===== src/rtl/jr_pkg.sv =====
// Package for the Jacobi 2x2 rotation factor pipeline.
// Holds the arctan segment tables, divider sizing, and the Q11 multiply and
// constant-divide helpers. No dependencies.
package jr_pkg;

  localparam int FRAC_BITS = 11;
  localparam logic signed [15:0] PI_HALF = 16'sd3216;
  localparam logic signed [15:0] ONE_Q11 = 16'sd2048;

  localparam int DIV_BITS   = 27;
  localparam int DIV_STEPS  = 4;
  localparam int DIV_STAGES = (DIV_BITS + DIV_STEPS - 1) / DIV_STEPS;

  localparam int TERM_W = 21;
  typedef logic signed [TERM_W-1:0] term_t;

  localparam logic [10:0] SEG_X [0:7] = '{
    11'd0, 11'd256, 11'd512, 11'd768, 11'd1024, 11'd1280, 11'd1536, 11'd1792
  };
  localparam logic [10:0] SEG_Y [0:7] = '{
    11'd0, 11'd254, 11'd501, 11'd734, 11'd949, 11'd1144, 11'd1317, 11'd1472
  };
  localparam logic [10:0] SEG_M [0:7] = '{
    11'd2037, 11'd1976, 11'd1864, 11'd1718, 11'd1555, 11'd1391, 11'd1234, 11'd1090
  };

  // ceil(2^k / C), exact for magnitudes up to 2^20
  localparam logic [21:0] RECIP_6    = 22'd2796203;
  localparam int          SHIFT_6    = 24;
  localparam logic [21:0] RECIP_24   = 22'd2796203;
  localparam int          SHIFT_24   = 26;
  localparam logic [21:0] RECIP_120  = 22'd2236963;
  localparam int          SHIFT_120  = 28;
  localparam logic [21:0] RECIP_720  = 22'd2982617;
  localparam int          SHIFT_720  = 31;
  localparam logic [21:0] RECIP_5040 = 22'd3408705;
  localparam int          SHIFT_5040 = 34;

  typedef struct packed {
    logic neg;
    logic zero;
    logic refl;
  } jr_flags_t;

  function automatic term_t qmul(term_t p, term_t q);
    logic signed [2*TERM_W-1:0] full;
    full = p * q;
    return full[31:FRAC_BITS];
  endfunction

  function automatic term_t cdiv(term_t v, logic [21:0] recip, int k);
    logic [TERM_W-1:0] mag;
    logic [42:0]       prod;
    logic [42:0]       quo;
    mag  = v[TERM_W-1] ? TERM_W'(-v) : TERM_W'(v);
    prod = 43'(mag) * 43'(recip);
    quo  = prod >> k;
    return v[TERM_W-1] ? -term_t'(quo[TERM_W-1:0]) : term_t'(quo[TERM_W-1:0]);
  endfunction

endpackage


===== src/rtl/jr_angle.sv =====
// One pair angle: magnitude compare, pipelined restoring divide, segment arctan.
// Depends on jr_pkg.
module jr_angle import jr_pkg::*; (
  input  logic               clk,
  input  logic               rst,
  input  logic               en,
  input  logic               in_valid,
  input  logic signed [15:0] num,
  input  logic signed [15:0] den,
  output logic               out_valid,
  output logic signed [15:0] angle
);

  logic signed [15:0] mag_n, mag_d, opnd, dvsr;
  logic               refl_c;
  logic [15:0]        ao, ad;
  jr_flags_t          flg_c;

  logic [15:0]         rem  [0:DIV_STAGES];
  logic [15:0]         quo  [0:DIV_STAGES];
  logic [DIV_BITS-1:0] dsh  [0:DIV_STAGES];
  logic [15:0]         dvs  [0:DIV_STAGES];
  jr_flags_t           flg  [0:DIV_STAGES];
  logic [DIV_STAGES:0] vld;

  logic [15:0]         rem_next [1:DIV_STAGES];
  logic [15:0]         quo_next [1:DIV_STAGES];
  logic [DIV_BITS-1:0] dsh_next [1:DIV_STAGES];

  logic [15:0] xq;
  logic [16:0] mx, span;
  logic [2:0]  idx_c;
  logic [27:0] prod_c;

  logic        b_vld;
  logic [27:0] b_prod;
  logic [2:0]  b_idx;
  logic        b_xneg, b_zero, b_refl;

  logic signed [15:0] r_c, rs_c, av_c, ang_c;
  logic               c_vld;

  always_comb begin
    mag_n  = num[15] ? -num : num;
    mag_d  = den[15] ? -den : den;
    refl_c = mag_n > mag_d;
    opnd   = refl_c ? den : num;
    dvsr   = refl_c ? num : den;
    ao     = opnd[15] ? 16'(-opnd) : 16'(opnd);
    ad     = dvsr[15] ? 16'(-dvsr) : 16'(dvsr);
    flg_c.neg  = opnd[15] ^ dvsr[15];
    flg_c.zero = (dvsr == 16'sd0);
    flg_c.refl = refl_c;
  end

  always_comb begin
    logic [16:0]         t;
    logic [15:0]         r;
    logic [15:0]         q;
    logic [DIV_BITS-1:0] sh;
    for (int s = 0; s < DIV_STAGES; s++) begin
      r  = rem[s];
      q  = quo[s];
      sh = dsh[s];
      for (int j = 0; j < DIV_STEPS; j++) begin
        if (s * DIV_STEPS + j < DIV_BITS) begin
          t  = {r, sh[DIV_BITS-1]};
          sh = {sh[DIV_BITS-2:0], 1'b0};
          if (t >= {1'b0, dvs[s]}) begin
            r = 16'(t - {1'b0, dvs[s]});
            q = {q[14:0], 1'b1};
          end else begin
            r = t[15:0];
            q = {q[14:0], 1'b0};
          end
        end
      end
      rem_next[s+1] = r;
      quo_next[s+1] = q;
      dsh_next[s+1] = sh;
    end
  end

  always_ff @(posedge clk) begin
    if (rst) begin
      vld <= '0;
    end else if (en) begin
      vld <= {vld[DIV_STAGES-1:0], in_valid};
    end
  end

  always_ff @(posedge clk) begin
    if (en) begin
      rem[0] <= '0;
      quo[0] <= '0;
      dsh[0] <= {ao, 11'b0};
      dvs[0] <= ad;
      flg[0] <= flg_c;
      for (int s = 1; s <= DIV_STAGES; s++) begin
        rem[s] <= rem_next[s];
        quo[s] <= quo_next[s];
        dsh[s] <= dsh_next[s];
        dvs[s] <= dvs[s-1];
        flg[s] <= flg[s-1];
      end
    end
  end

  always_comb begin
    xq     = flg[DIV_STAGES].neg ? 16'(-quo[DIV_STAGES]) : quo[DIV_STAGES];
    mx     = xq[15] ? 17'(-{xq[15], xq}) : {1'b0, xq};
    idx_c  = (|mx[16:11]) ? 3'd7 : mx[10:8];
    span   = mx - {6'b0, SEG_X[idx_c]};
    prod_c = 28'(SEG_M[idx_c]) * 28'(span);
  end

  always_ff @(posedge clk) begin
    if (rst) begin
      b_vld <= 1'b0;
      c_vld <= 1'b0;
    end else if (en) begin
      b_vld <= vld[DIV_STAGES];
      c_vld <= b_vld;
    end
  end

  always_comb begin
    r_c   = $signed({5'b0, SEG_Y[b_idx]}) + $signed(b_prod[26:FRAC_BITS]);
    rs_c  = b_xneg ? -r_c : r_c;
    av_c  = b_zero ? PI_HALF : rs_c;
    ang_c = b_refl ? PI_HALF - av_c : av_c;
  end

  always_ff @(posedge clk) begin
    if (en) begin
      b_prod <= prod_c;
      b_idx  <= idx_c;
      b_xneg <= xq[15];
      b_zero <= flg[DIV_STAGES].zero;
      b_refl <= flg[DIV_STAGES].refl;
      angle  <= ang_c;
    end
  end

  assign out_valid = c_vld;

endmodule


===== config.mk =====
export PLATFORM = sky130hd
export DESIGN_NAME = jr_angle
export DESIGN_NICKNAME = d
export VERILOG_FILES = /design/src/rtl/jr_pkg.sv /design/src/rtl/jr_angle.sv
export SDC_FILE = /design/constraint.sdc
export NUM_CORES = 2
export LEC_CHECK = 0
export BUFFER_PORTS_ARGS = -buffer_cell sky130_fd_sc_hd__buf_4
export CORE_AREA = 2 2 273 409
export CTS_CLUSTER_DIAMETER = 100
export DETAILED_ROUTE_END_ITERATION = 7
export DIE_AREA = 0 0 275 411
export PLACE_DENSITY_LB_ADDON = 0.08
export SLEW_MARGIN = 15
export SYNTH_ARGS = -nofsm -noshare
export SYNTH_HDL_FRONTEND = slang
export SYNTH_SLANG_ARGS = --single-unit

===== constraint.sdc =====
create_clock -name clk -period 17.2 [get_ports clk]
set_input_delay 3.44 -clock clk [delete_from_list [all_inputs] [get_ports clk]]
set_output_delay 3.44 -clock clk [all_outputs]
set_load 0.02 [all_outputs]

==> results.md <==
- Post-DRT Antenna Nets: 0
- Fin. Hold Viols: 0
- Worst-path fanout max: 24
- DRC: 0
- Proportion of layout cells with a drive suffix above 1: 0.0881
- HP Start: flg[1][2]
- GP Congestion: around 0.9
- Core area: approximately 0.11 mm^2
- Cell accounting for the most synthesized area: edfxtp_1
- Mean Syn Cell Area: 8.90 um^2
- Grt ovf: 0
- Clk slew on worst S/H paths: ~70 ps
- Routed Wire Length: between 100000 and 150000 um
- First-pass GRT wire length: approximately 200000 um
- Crit. Startpoint: dvs[5][1]
- Slew @ Worst Pin: about 1100 ps
- F_max: roughly 0.074 GHz
- Most numerous cell on the critical path: o21ai_0
- CP Launch Type: flip-flop
- H-tree depth: 2
- Slowest CP cell: mux2i_2
- Max Cap Viol: 0
- Post-synth top area share: 0.245
- Nature of the critical path endpoint: flip-flop
- Cells after Synth: approximately 4900
- Die area: ~0.11 mm^2
- Post-CTS Resized: 0
- Hold_buf cts: 0
- Setup slack after layout: approximately 3600 ps
- CP Class: reg -> reg
- Synth Flop Type: edfxtp_1
- Synth warn: 0
- Tcrit/Tclk final: 0.791
- CTS tree: built
- Io pins: between 50 and 60
- Synth unique cells: 93
- Pin count of the biggest net entering global routing: 103
- Clock Tree Root: clkbuf_16
- Sequential-to-total area share from yosys stat: 0.249
- Post-Place Cell Area: 0.0454 mm^2
- Post-Place Worst Slack: approximately 3700 ps
- Status: completed
- Die span in x: 275 um
- Critical Path Max Stage Delay: 860 ps
- Slew margin rel.: 0.248
- Post-route insts no fill: 6369
- DP Cell Count: about 6300
- Initial core utilization: 0.396
- CTS sink cnt: about 360
- Async SR Flop Fraction: 0
- Vias per inst: ~5.5
- RSZ-0062 raised after global routing: false
- Clock skew: ~34 ps
- First-pass detailed-route iteration total: 5
- DR iter-0 viols: 1677
- Antenna cells: 0
- Post-Syn Area: 0.0434 mm^2
- Fin nets: 5605
- Number of synthesized flops with an enable pin: 354
- Clock buffer depth: 3
- Post-CTS Setup Bufs: 0
- Post-route cell area: approximately 0.047 mm^2
- Post-DP HPWL: ~110000 um
- Clock Latency Late Sink: around 630 ps
- GRT Overall Usage: 0.228
- Via count: between 30000 and 40000
- CP arrival: around 14000 ps
- Path type of the worst min-delay path: reg -> reg
- Vias in the first global route: between 30000 and 40000
- FILL cells: ~11000
- Num CTS Buffers: 45
- Reg2reg start: dvs[5][1]
- Most frequent cell after synthesis: ha_1
- Minimum clock period: about 14000 ps
- Antenna violations before repair: 0
- Die height: between 400 and 500 um
- Synth cell count leaders: ha_1 (517), inv_1 (476), nor2_1 (429)
- Final setup violating endpoints: 0
- Mean routed wirelength per cell: between 20 and 25 um
- Setup TNS: 0 ps
- Area Overhead vs Synth: 8.02%
- Synth Register Bits: between 300 and 400
- Top cells by area, synth: edfxtp_1 (24%), ha_1 (15%), fa_1 (7.0%)
- WP data required: 17570 ps
- Final Slew Violations: 0
- Number of I/O port buffers: 52
- Number of cell rows: 149
sequential cells by signal (all words and copies together) (netlist names):
signal,cells
b_xneg,1
dvs,112
b_zero,1
b_vld,1
flg,24
dsh,40
out_valid,1
b_refl,1
angle,16
b_idx,3
quo,44
b_prod,16
rem,96
vld,8
layer usage:
metal  global-route usage  routed length, um  vias to the layer above
li1                     -                  -                    17500
met5                    0                  0                        -
met1                0.232              47600                    16700
met4               0.0965               6020                        0
met3               0.0165               2230                      214
met2                0.465              73500                      452
area by class of cell:
type                            instances  area, um^2  area share
Clock buffer                           48        1140      0.0242
Clock inverter                         33         338     0.00720
Inverter                              481        1810      0.0385
Multi-Input combinational cell       3933       30400       0.649
Sequential cell                       364       10800       0.231
Tap cell                             1434        1790      0.0382
Timing Repair Buffer                   76         578      0.0123
placed cells by master, fill, tap and decap left out, drive strengths merged, types with 25 or more instances in the layout:
cell and count:
mux2i 88, inv 486, nor3 92, and3 29, and2 25, a21boi 51, mux2 216, nor2 431
clkbuf 48, nand2b 58, xor2 127, nor4 25, o21ai 283, xnor2 271, o21a 75, o21bai 38
buf 76, a21o 133, nand3 74, a21oi 321, a211oi 34, o31ai 45, nor2b 87, or2 25
ha 517, nand2 389, edfxtp 354, nand4 76, fa 151, or3 26
worst max-delay path, delay by kind of cell, from the launching register on:
family                   cells  cell delay (ps)
AO/OA/AOI/OAI               31             7740
multiplexers                 5             2150
adder cells (fa/ha/maj)      4             1450
buffers and inverters        3              740
AND/OR/NAND/NOR              5              640
flip-flops                   1              570
kinds of logic after synthesis:
| kind of cell | Yosys count | share of synthesized area |
|---|---|---|
| flip-flops | 364 | 0.249 |
| other | 1 | 0.0000863 |
| buffers and inverters | 588 | 0.0517 |
| multiplexers | 304 | 0.0765 |
| AO/OA/AOI/OAI | 1171 | 0.173 |
| adder cells (fa/ha/maj) | 668 | 0.219 |
| AND/OR/NAND/NOR | 1384 | 0.150 |
| XOR/XNOR | 398 | 0.0809 |
worst paths after layout:
path | to | slack (ps) | depth (start not counted)
max | rem[6][11] | 3600 | 48
min | flg[1][5] | 410 | 0
max reg2reg | rem[6][11] | 3600 | 48
min reg2reg | flg[1][5] | 410 | 0
metrics by stage:
stage                     utilization  hold WS [ps]
after CTS                       0.428           408
after floorplan                     -           400
after global placement          0.415           400
final                           0.428           406
after global routing            0.428           420
after detailed placement        0.415           405
Power is not shown: default switching activity piles up to over one toggle a cycle in this logic, so the estimate is an artifact.
